File: src/rtl/ihash_pkg.sv
// Shared types and constants for the identifier name hash block.
package ihash_pkg;

    localparam int unsigned CHAR_W = 8;
    localparam int unsigned LEN_W  = 6;
    localparam int unsigned HASH_W = 64;
    localparam int unsigned CNT_W  = 6;

    typedef struct packed {
        logic load;
        logic div_step;
        logic update;
        logic emit;
    } ihash_cmd_t;

    typedef struct packed {
        logic pending;
        logic last_item;
        logic div_done;
        logic out_busy;
    } ihash_sts_t;

endpackage

File: src/rtl/ihash_if.sv
// Valid/ready channel interfaces for name bytes and hash results.
interface ihash_byte_if;
    logic       valid;
    logic       ready;
    logic       start_req;
    logic [5:0] name_length;
    logic [7:0] ch;
    logic       last;

    modport source (output valid, output start_req, output name_length, output ch,
                    output last, input ready);
    modport sink (input valid, input start_req, input name_length, input ch,
                  input last, output ready);
endinterface

interface ihash_hash_if;
    logic        valid;
    logic        ready;
    logic [63:0] hash_value;
    logic        bad_name;

    modport source (output valid, output hash_value, output bad_name, input ready);
    modport sink (input valid, input hash_value, input bad_name, output ready);
endinterface

File: src/rtl/ihash_ctrl.sv
// Sequencer for byte intake, serial division, lane update and result hand-off.
module ihash_ctrl
    import ihash_pkg::*;
(
    input  logic       clk,
    input  logic       rst_n,
    input  logic       in_valid,
    output logic       in_ready,
    input  ihash_sts_t sts,
    output ihash_cmd_t cmd
);

    localparam logic [2:0] ST_IDLE   = 3'd0;
    localparam logic [2:0] ST_DECIDE = 3'd1;
    localparam logic [2:0] ST_DIV    = 3'd2;
    localparam logic [2:0] ST_UPDATE = 3'd3;
    localparam logic [2:0] ST_FINISH = 3'd4;

    logic [2:0] state_reg;
    logic [2:0] state_next;

    always_comb
    begin
        state_next = state_reg;
        cmd        = '0;
        in_ready   = 1'b0;
        unique case (state_reg)
            ST_IDLE:
            begin
                in_ready = 1'b1;
                if (in_valid)
                begin
                    cmd.load   = 1'b1;
                    state_next = ST_DECIDE;
                end
            end
            ST_DECIDE:
            begin
                state_next = sts.pending ? ST_DIV : ST_FINISH;
            end
            ST_DIV:
            begin
                cmd.div_step = 1'b1;
                if (sts.div_done)
                begin
                    state_next = ST_UPDATE;
                end
            end
            ST_UPDATE:
            begin
                cmd.update = 1'b1;
                state_next = ST_FINISH;
            end
            ST_FINISH:
            begin
                if (!sts.last_item)
                begin
                    state_next = ST_IDLE;
                end
                else if (!sts.out_busy)
                begin
                    cmd.emit   = 1'b1;
                    state_next = ST_IDLE;
                end
            end
            default:
            begin
                state_next = ST_IDLE;
            end
        endcase
    end

    always_ff @(posedge clk or negedge rst_n)
    begin
        if (!rst_n)
        begin
            state_reg <= ST_IDLE;
        end
        else
        begin
            state_reg <= state_next;
        end
    end

endmodule

File: src/rtl/ihash_dp.sv
// Hash state, bit-serial divider with quotient mod 5, lane update and result register.
module ihash_dp
    import ihash_pkg::*;
#(
    parameter int unsigned MAX_NAME = 63
)
(
    input  logic                clk,
    input  logic                rst_n,
    input  ihash_cmd_t          cmd,
    output ihash_sts_t          sts,
    input  logic                start_req,
    input  logic [LEN_W-1:0]    name_length,
    input  logic [CHAR_W-1:0]   ch,
    input  logic                last,
    output logic                out_valid,
    input  logic                out_ready,
    output logic [HASH_W-1:0]   hash_value,
    output logic                bad_name
);

    localparam logic [7:0]       MAX_LIM   = 8'(MAX_NAME);
    localparam logic [LEN_W-1:0] IDX_LIMIT = 6'd63;
    localparam logic [7:0]       CH_UP_LO  = 8'h41;
    localparam logic [7:0]       CH_UP_HI  = 8'h5A;
    localparam logic [7:0]       CH_LO_LO  = 8'h61;
    localparam logic [7:0]       CH_LO_HI  = 8'h7F;
    localparam logic [7:0]       CH_DIG_LO = 8'h30;
    localparam logic [7:0]       CH_DIG_HI = 8'h39;
    localparam logic [7:0]       CH_USCORE = 8'h5F;
    localparam logic [7:0]       CH_AT     = 8'h40;
    localparam logic [7:0]       CH_QMARK  = 8'h3F;
    localparam logic [7:0]       CASE_OFS  = 8'h20;

    function automatic logic [7:0] fold_lower(input logic [7:0] b);
        logic [7:0] r;
        r = b;
        if (b >= CH_UP_LO && b <= CH_UP_HI)
        begin
            r = b + CASE_OFS;
        end
        return r;
    endfunction

    function automatic logic legal_byte(input logic [7:0] b);
        logic ok;
        ok = (b >= CH_LO_LO && b <= CH_LO_HI) || (b >= CH_DIG_LO && b <= CH_DIG_HI)
            || b == CH_USCORE || b == CH_AT || b == CH_QMARK;
        return ok;
    endfunction

    logic [HASH_W-1:0] hash_reg;
    logic [LEN_W-1:0]  idx_reg;
    logic              err_reg;
    logic [CHAR_W-1:0] byte_reg;
    logic              last_reg;
    logic              pend_reg;
    logic [LEN_W-1:0]  rem_reg;
    logic [2:0]        qm_reg;
    logic [CNT_W-1:0]  cnt_reg;
    logic [HASH_W-1:0] out_hash_reg;
    logic              out_bad_reg;
    logic              out_valid_reg;

    // intake
    logic [HASH_W-1:0] h_eff;
    logic [LEN_W-1:0]  idx_eff;
    logic              err_eff;
    logic              consume;
    logic              in_range;
    logic [CHAR_W-1:0] b_fold;

    always_comb
    begin
        h_eff    = start_req ? {{(HASH_W-LEN_W){1'b0}}, name_length} : hash_reg;
        idx_eff  = start_req ? '0 : idx_reg;
        err_eff  = start_req ? ({2'b00, name_length} > MAX_LIM) : err_reg;
        consume  = !start_req || (name_length != '0);
        in_range = ({2'b00, idx_eff} < MAX_LIM) && (idx_eff < IDX_LIMIT);
        b_fold   = fold_lower(ch);
    end

    // one restoring step per cycle, quotient tracked mod 5
    logic       div_bit;
    logic [6:0] rem_sh;
    logic [6:0] divisor;
    logic       q_ge;
    logic [LEN_W-1:0] rem_next;
    logic [3:0] qm_dbl;
    logic [2:0] qm_next;

    always_comb
    begin
        div_bit  = hash_reg[cnt_reg];
        rem_sh   = {rem_reg, div_bit};
        divisor  = {1'b0, idx_reg} + 7'd1;
        q_ge     = rem_sh >= divisor;
        rem_next = q_ge ? 6'(rem_sh - divisor) : rem_sh[5:0];
        qm_dbl   = {qm_reg, 1'b0} + {3'b000, q_ge};
        qm_next  = (qm_dbl >= 4'd5) ? 3'(qm_dbl - 4'd5) : qm_dbl[2:0];
    end

    // lane update
    logic [2:0]        lane;
    logic [CHAR_W-1:0] add_val;
    logic [CHAR_W-1:0] lane_new;

    always_comb
    begin
        lane     = idx_reg[2:0];
        add_val  = byte_reg + {2'b00, idx_reg} + (byte_reg >> qm_reg);
        lane_new = hash_reg[lane*8 +: 8] + add_val;
    end

    always_ff @(posedge clk or negedge rst_n)
    begin
        if (!rst_n)
        begin
            hash_reg      <= '0;
            idx_reg       <= '0;
            err_reg       <= 1'b0;
            last_reg      <= 1'b0;
            pend_reg      <= 1'b0;
            out_valid_reg <= 1'b0;
        end
        else
        begin
            if (cmd.load)
            begin
                hash_reg <= h_eff;
                idx_reg  <= idx_eff;
                err_reg  <= err_eff | (consume && (!in_range || !legal_byte(b_fold)));
                pend_reg <= consume && in_range;
                last_reg <= last;
            end
            else if (cmd.update)
            begin
                hash_reg[lane*8 +: 8] <= lane_new;
                idx_reg               <= idx_reg + 6'd1;
            end
            else if (cmd.emit)
            begin
                hash_reg <= '0;
                idx_reg  <= '0;
                err_reg  <= 1'b0;
            end

            if (cmd.emit)
            begin
                out_valid_reg <= 1'b1;
            end
            else if (out_ready)
            begin
                out_valid_reg <= 1'b0;
            end
        end
    end

    always_ff @(posedge clk)
    begin
        if (cmd.load)
        begin
            byte_reg <= b_fold;
            rem_reg  <= '0;
            qm_reg   <= '0;
            cnt_reg  <= CNT_W'(HASH_W - 1);
        end
        else if (cmd.div_step)
        begin
            rem_reg <= rem_next;
            qm_reg  <= qm_next;
            cnt_reg <= cnt_reg - 6'd1;
        end
        if (cmd.emit)
        begin
            out_hash_reg <= err_reg ? '0 : hash_reg;
            out_bad_reg  <= err_reg;
        end
    end

    assign sts.pending   = pend_reg;
    assign sts.last_item = last_reg;
    assign sts.div_done  = (cnt_reg == '0);
    assign sts.out_busy  = out_valid_reg && !out_ready;

    assign out_valid  = out_valid_reg;
    assign hash_value = out_hash_reg;
    assign bad_name   = out_bad_reg;

endmodule

File: src/rtl/identifier_name_hash_top.sv
// Top level of the identifier name hash block.
// Usage:
//   byte_ch carries one name byte per transfer: start_req opens a name and
//   loads name_length as the starting hash, last closes it. hash_ch carries
//   one result (hash_value, bad_name) for each byte transfer with last set.
// Timing:
//   A hashed byte passes through the intake, decision, divide, lane update
//   and finish states before the next byte is taken; the divide state runs a
//   bit-serial divider (running hash over position+1, one quotient bit per
//   cycle). A byte that is skipped (empty start, or past the length limit)
//   goes from the decision state straight to the finish state. A result is
//   valid in the cycle after the finish state.
// Reset: hash, position, error flag and the result valid flag clear; the
//   block is ready for a byte right after reset.
// Stall: the result sits in an output register while the next bytes are
//   taken; a later result waits in the finish cycle until the slot frees.
module identifier_name_hash_top
    import ihash_pkg::*;
#(
    parameter int unsigned MAX_NAME = 63
)
(
    input logic        clk,
    input logic        rst_n,
    ihash_byte_if.sink byte_ch,
    ihash_hash_if.source hash_ch
);

    ihash_cmd_t cmd;
    ihash_sts_t sts;

    ihash_ctrl u_ctrl (
        .clk      (clk),
        .rst_n    (rst_n),
        .in_valid (byte_ch.valid),
        .in_ready (byte_ch.ready),
        .sts      (sts),
        .cmd      (cmd)
    );

    ihash_dp #(
        .MAX_NAME (MAX_NAME)
    ) u_dp (
        .clk         (clk),
        .rst_n       (rst_n),
        .cmd         (cmd),
        .sts         (sts),
        .start_req   (byte_ch.start_req),
        .name_length (byte_ch.name_length),
        .ch          (byte_ch.ch),
        .last        (byte_ch.last),
        .out_valid   (hash_ch.valid),
        .out_ready   (hash_ch.ready),
        .hash_value  (hash_ch.hash_value),
        .bad_name    (hash_ch.bad_name)
    );

`ifndef SYNTHESIS
    a_cmd_onehot: assert property (@(posedge clk) disable iff (!rst_n)
        $onehot0({cmd.load, cmd.div_step, cmd.update, cmd.emit}))
        else $error("more than one datapath command active");

    a_emit_slot_free: assert property (@(posedge clk) disable iff (!rst_n)
        cmd.emit |-> (!hash_ch.valid || hash_ch.ready))
        else $error("result written over a pending transfer");

    a_div_then_update: assert property (@(posedge clk) disable iff (!rst_n)
        (cmd.div_step && sts.div_done) |=> cmd.update)
        else $error("lane update did not follow the last divide step");

    a_no_intake_busy: assert property (@(posedge clk) disable iff (!rst_n)
        cmd.div_step |-> !byte_ch.ready)
        else $error("byte channel ready during division");
`endif

endmodule

File: src/flat_wrapper.sv
// flat-port wrapper written by rule: the top's interface ports become plain ports
module identifier_name_hash_top_flat import ihash_pkg::*;
#(
    parameter int unsigned MAX_NAME = 63
)
  (clk, rst_n, byte_ch_valid, byte_ch_start_req, byte_ch_name_length, byte_ch_ch, byte_ch_last, byte_ch_ready, hash_ch_valid, hash_ch_hash_value, hash_ch_bad_name, hash_ch_ready);
  ihash_byte_if byte_ch_i ();
  ihash_hash_if hash_ch_i ();
  input logic clk;
  input logic rst_n;
  input wire logic [$bits(byte_ch_i.valid)-1:0] byte_ch_valid;
  input wire logic [$bits(byte_ch_i.start_req)-1:0] byte_ch_start_req;
  input wire logic [$bits(byte_ch_i.name_length)-1:0] byte_ch_name_length;
  input wire logic [$bits(byte_ch_i.ch)-1:0] byte_ch_ch;
  input wire logic [$bits(byte_ch_i.last)-1:0] byte_ch_last;
  output wire logic [$bits(byte_ch_i.ready)-1:0] byte_ch_ready;
  output wire logic [$bits(hash_ch_i.valid)-1:0] hash_ch_valid;
  output wire logic [$bits(hash_ch_i.hash_value)-1:0] hash_ch_hash_value;
  output wire logic [$bits(hash_ch_i.bad_name)-1:0] hash_ch_bad_name;
  input wire logic [$bits(hash_ch_i.ready)-1:0] hash_ch_ready;
  assign byte_ch_i.valid = byte_ch_valid;
  assign byte_ch_i.start_req = byte_ch_start_req;
  assign byte_ch_i.name_length = byte_ch_name_length;
  assign byte_ch_i.ch = byte_ch_ch;
  assign byte_ch_i.last = byte_ch_last;
  assign byte_ch_ready = byte_ch_i.ready;
  assign hash_ch_valid = hash_ch_i.valid;
  assign hash_ch_hash_value = hash_ch_i.hash_value;
  assign hash_ch_bad_name = hash_ch_i.bad_name;
  assign hash_ch_i.ready = hash_ch_ready;
  identifier_name_hash_top #(.MAX_NAME(MAX_NAME)) u_core (.clk(clk), .rst_n(rst_n), .byte_ch(byte_ch_i), .hash_ch(hash_ch_i));
endmodule
File: config.mk
export PLATFORM = sky130hd
export DESIGN_NAME = identifier_name_hash_top_flat
export DESIGN_NICKNAME = d
export VERILOG_FILES = /design/src/rtl/ihash_pkg.sv /design/src/rtl/ihash_if.sv /design/src/rtl/ihash_ctrl.sv /design/src/rtl/ihash_dp.sv /design/src/rtl/identifier_name_hash_top.sv /design/src/flat_wrapper.sv
export SDC_FILE = /design/constraint.sdc
export NUM_CORES = 1
export LEC_CHECK = 0
export BUFFER_PORTS_ARGS = -buffer_cell sky130_fd_sc_hd__buf_4
export CAP_MARGIN = 20
export CORE_UTILIZATION = 50
export DETAILED_ROUTE_END_ITERATION = 10
export PLACE_DENSITY = 0.69
export RECOVER_POWER = 50
export SLEW_MARGIN = 20
export SYNTH_ARGS = -nofsm -noshare
export SYNTH_HDL_FRONTEND = slang
export SYNTH_SLANG_ARGS = --single-unit
export TNS_END_PERCENT = 30
File: constraint.sdc
create_clock -name clk -period 6.75 [get_ports clk]
set_clock_uncertainty 0.15 [all_clocks]
set_input_delay 1.35 -clock clk [delete_from_list [all_inputs] [get_ports clk]]
set_output_delay 1.35 -clock clk [all_outputs]
set_load 0.05 [all_outputs]
Yosys cells after proc, flatten, opt, wreduce, memory -nomap -nowiden
Cells that the tools add are included.

Register bits after elaboration: 165. Word-level logic and storage cells: 112. Output and inout port bits: 67.

Reduce and logical (&&, ||, !) cells: 26. Mux-type cells: 34. Equality and inequality tests: 12. Bitwise operators: 1. Shift-type cells: 4. Add/sub/neg operators: 11. Magnitude comparators: 11.

Operators with widths (number): 2-to-1 mux 64 bit (4); bitwise mux 64 bit (1); variable shift 8 x 34 -> 64 bit (first input constant) (1); variable part select 64 x 7 -> 8 bit (1); variable part select 8 x 34 -> 64 bit (1); negation 6 -> 34 bit (1); 2-to-1 mux 6 bit (5); 2-to-1 mux 3 bit (6); adder 8 bit (2); == test 8 x 7 -> 1 bit (second input constant) (2); greater-or-equal comparator 8 x 7 -> 1 bit (second input constant) (2); less-or-equal comparator 8 x 7 -> 1 bit (second input constant) (2); 2-to-1 mux 1 bit (15); case mux 3 bit (5 select lines) (1); less-than comparator 6 bit (second input constant) (2); adder 8 x 6 -> 8 bit (1); adder 8 x 6 -> 8 bit (second input constant) (1); == test 8 x 6 -> 1 bit (second input constant) (1); greater-or-equal comparator 8 x 6 -> 1 bit (second input constant) (1); less-or-equal comparator 8 x 6 -> 1 bit (second input constant) (1); 2-to-1 mux 8 bit (1); >> shifter 8 x 3 -> 8 bit (1); adder 6 x 1 -> 7 bit (second input constant) (1); greater-or-equal comparator 7 bit (1); 25 further kinds (44).

Depth between registers and ports, before layout
Depth in word-level cells: 14. Mapped depth: 20.

Cells and area by module
A second synthesis with hierarchy kept.

Cell total of the unflattened synthesis: 735. Area total of the unflattened synthesis: 8794.7 um^2.

Modules (own cells, without submodules): ihash_dp (seq. area each 4344.2 um^2, area each 8598.2 um^2, cells each 718, instances 1); ihash_ctrl (seq. area each 75.1 um^2, area each 196.4 um^2, cells each 17, instances 1).

Worst setup path before layout
No wires, ideal clock.

Path type: input -> register. Start point: input port hash_ch_ready. End point: register u_core.u_dp.hash_reg[59]. Slack: 1.287 ns. Arrival time: 5.192 ns. Cell stages on the path: 6. Setup time: 0.121 ns. Cells stage by stage: nand2b_1 > nor2b_1 > a21o_1 > buf_4 > nor2_2 > a22o_1.

RTL lines: start, declared (line flat_wrapper.sv:20) `input wire logic [$bits(hash_ch_i.ready)-1:0] hash_ch_ready;`; end signal, assigned by index (line ihash_dp.sv:138) `hash_reg[lane*8 +: 8] <= lane_new;`; end, declared (line ihash_dp.sv:52) `logic [HASH_W-1:0] hash_reg;`.

Worst setup path in the final report
Start point: register u_core.u_dp.qm_reg[1]. End point: register u_core.u_dp.hash_reg[5].

Word-level cells in the longest chain between the ends: 7.

RTL lines: start, declared (line ihash_dp.sv:59) `logic [2:0] qm_reg;`; start signal, assigned (line ihash_dp.sv:171) `qm_reg <= qm_next;`; >> shifter 8 x 3 -> 8 bit (line ihash_dp.sv:111) `add_val = byte_reg + {2'b00, idx_reg} + (byte_reg >> qm_reg);`; adder 8 bit (line ihash_dp.sv:111); adder 8 bit (line ihash_dp.sv:112) `lane_new = hash_reg[lane*8 +: 8] + add_val;`; variable part select 8 x 34 -> 64 bit (line ihash_dp.sv:138); bitwise mux 64 bit (line ihash_dp.sv:138); 2-to-1 mux 64 bit (line ihash_dp.sv:136) `else if (cmd.update)`; 2-to-1 mux 64 bit (line ihash_dp.sv:128) `if (cmd.load)`.

No other way between the ends. A chain may end at the register's enable or synchronous reset.

==> flow_summary_export.csv <==
group,metric,value,unit
run_status,status,"finished with violations",
run_status,violations,"max-capacitance violations, max-slew violations",
worst_setup_path,required,6.95,ns
cells_and_area,diodes,0,
cells_and_area,final_cell_mix,"dfrtp_1, edfxtp_1, nor2b_1, buf_4, a22o_1",
worst_setup_path,critPathTopFamily,"adder cells",
global_routing,grt_first_pass_wirelength,32600,microns
detailed_routing,via_per_inst,5.88,
detailed_routing,dr.pass1.iters,5,
placement,port_buffers,86,
global_routing,grt_max_degree,78,
cells_and_area,layout-drive-gt1-share,18.9,%
timing,slew_viol_final,160,
logic_synthesis,synth_area_per_cell,12.1,sq um
global_routing,grt_pass1_vias,5849,
detailed_routing,vias,6019,
min_path,hold_depth,2,
clocking,clock-sinks,165,
logic_synthesis,ys.flop_type,"dfrtp_1",
cells_and_area,final_nets,847,
timing,period_needed,4.94,ns
worst_setup_path,cp-end-kind,"flip-flop",
logic_synthesis,synthesis.area,8700,sq um
placement,placed_cells,991,
worst_setup_path,worstSetupPathType,"reg -> reg",
placement,routabilityCongestion,0.908,
timing,max_slew_margin,-172,%
placement,hpwl,15000,microns
logic_synthesis,synth_top_cell_by_area,"edfxtp_1",
detailed_routing,drc_errors,0,
clocking,numCtsBuffers,17,
logic_synthesis,synth_seq_cells,165,
floorplanning,rows,47,
detailed_routing,finalWirelength,20800,microns
flow_run,cap_violations,3,
logic_synthesis,ys_seq_area_share,50.8,%
floorplanning,die_w,134,microns
detailed_routing,first_iter_violations,410,
timing,clock.fmax,203,MHz
worst_setup_path,critical-path-slowest-cell,"xor2_1",
worst_setup_path,reg2reg_to,"u_core.u_dp.hash_reg[5]",
floorplanning,fp.dieH,134,microns
floorplanning,pin_count,87,
worst_setup_path,path_buf_inv,3,
logic_synthesis,synth_top_area_share,25.2,%
floorplanning,die-area,17900,sq um
clocking,path_clk_slew,0.07,ns
worst_setup_path,reg2reg_from,"u_core.u_dp.qm_reg[1]",
worst_setup_path,reg2reg_depth,15,
logic_synthesis,ys_warn_count,0,
logic_synthesis,async_flop_share,46.7,%
clocking,htreeDepth,4,
clocking,cts_setup_buffers,0,
worst_setup_path,path_cells,"mux2i_1 > o21ai_0 > a21oi_1 > fa_1 > fa_1 > inv_1 > ha_1 > inv_1 > fa_1 > inv_1 > a21oi_1 > o21bai_1 > xor2_1 > o21ai_0 > a21oi_1",
timing,holdWs,0.335,ns
timing,tightest_slew,4.08,ns
global_routing,grt.total_usage,24.4,%
timing,setup_viol,0,
worst_setup_path,crit_arrival,5.14,ns
floorplanning,core_area,16800,sq um
clocking,cts.path.max_buffers,2,
logic_synthesis,synth_nets,776,
detailed_routing,final_antenna_net_count,0,
worst_setup_path,reg2reg_setup_slack,1.81,ns
timing,finalSetupTns,0,ns
clocking,worstSkewPairLatency,0.43,ns
clocking,post_cts_resized,0,
worst_setup_path,crit_fanout,18,
detailed_routing,wl_per_cell,20.3,microns
min_path,holdCritStartpoint,"u_core.u_dp.last_reg",
clocking,holdBufCountCts,0,
global_routing,antenna_found_initial,0,
cells_and_area,finalNonFillerCells,1023,
clocking,cts_tree,"built",
min_path,hold-path-endpoint,"u_core.u_dp.last_reg",
logic_synthesis,synth.distinct_cells,61,
logic_synthesis,synthTopCellsByArea,"edfxtp_1, dfrtp_1, mux4_2",
worst_setup_path,max_stage_delay,0.88,ns
timing,hold_viol_final,0,
min_path,hp-class,"reg -> reg",
global_routing,gr-total-overflow,0,
worst_setup_path,critPathLaunchType,"flip-flop",
logic_synthesis,synth_edf_count,73,
floorplanning,start_util,51.8,%
clocking,cts_root_buf,"clkbuf_16",
logic_synthesis,syn_inst,719,
timing,fin_crit_sh,73.2,%
timing,rsz0062_at_grt,"no",
cells_and_area,final_common_cell,"dfrtp_1",
cells_and_area,syn2layout_area_growth,14.8,%
[cells in the mapped netlist (all sizes together) (5+ instances only)]
| master | number |
|---|---|
| a22o | 60 |
| dfrtp | 77 |
| clkbuf | 17 |
| o21ai | 31 |
| ha | 23 |
| fa | 14 |
| mux2i | 27 |
| nor2b | 69 |
| dfxtp | 15 |
| nor2 | 34 |
| inv | 38 |
| mux4 | 27 |
| mux2 | 6 |
| buf | 19 |
| nor3 | 11 |
| xnor2 | 16 |
| a21o | 5 |
| edfxtp | 73 |
| nand3 | 17 |
| nand2b | 7 |
| a21oi | 26 |
| nand2 | 42 |
[area by class of cell]
type	count	area, sq um
clock buffers	18	439
well taps	220	275
fillers	1369	6820
multi-input cells	480	3980
flip-flops and latches	165	4420
clock inverters	14	166
repair buffers	88	567
inverters	38	143
[worst reg2reg max path, delay by kind of cell, from the launching register on]
kind	cells	cell delay (ns)
xor+xnor	1	0.88
mux	1	0.28
buf+inv	3	0.21
fa+ha+maj	4	1.59
compound gates	6	1.08
flops	1	0.69
[how the worst max path moves through the flow]
stage,to,cells past startpoint,slack (ns),startpoint
4_1_cts,u_core.u_dp.hash_reg[5],15,1.96,u_core.u_dp.qm_reg[1]
3_3_place_gp,u_core.u_dp.hash_reg[5],13,2.06,u_core.u_dp.idx_reg[1]
3_5_place_dp,u_core.u_dp.hash_reg[5],15,2.00,u_core.u_dp.qm_reg[1]
6_report,u_core.u_dp.hash_reg[5],15,1.81,u_core.u_dp.qm_reg[1]
2_1_floorplan,u_core.u_dp.hash_reg[59],6,1.29,hash_ch_ready
5_1_grt,u_core.u_dp.hash_reg[12],1,1.04,rst_n
[logic make-up (layout without fill, tap and decap cells)]
| family | count (synthesis) | count (layout) | share of synthesized area, % |
|---|---|---|---|
| AND/OR/NAND/NOR | 207 | 207 | 13.4 |
| flip-flops | 165 | 165 | 50.8 |
| AO/OA/AOI/OAI | 157 | 157 | 13.1 |
| buffers and inverters | 74 | 158 | 3.48 |
| multiplexers | 60 | 60 | 10.9 |
| adder cells (fa/ha/maj) | 37 | 37 | 6.53 |
| XOR/XNOR | 19 | 19 | 1.91 |
[through the flow]
stage	util [%]	area [sq um]	worst slack, ns
6_report	59.4	9990	1.81
5_1_grt	59.4	9990	1.04
4_1_cts	60.0	10100	1.96
3_5_place_dp	56.4	9490	2.00
3_3_place_gp	56.4	9490	2.06
2_1_floorplan	-	8700	1.29
[routing by layer]
metal  track usage, %  share of wire [%]  vias to the layer above
met5                0                  0                        -
met4             11.8                3.3                        0
met3             4.91                6.4                       37
li1                 -                  -                     2796
met2             38.6                 47                      248
met1             32.2                 43                     2938
Power is not shown: default switching activity piles up to over one toggle a cycle in this logic, so the estimate is an artifact.
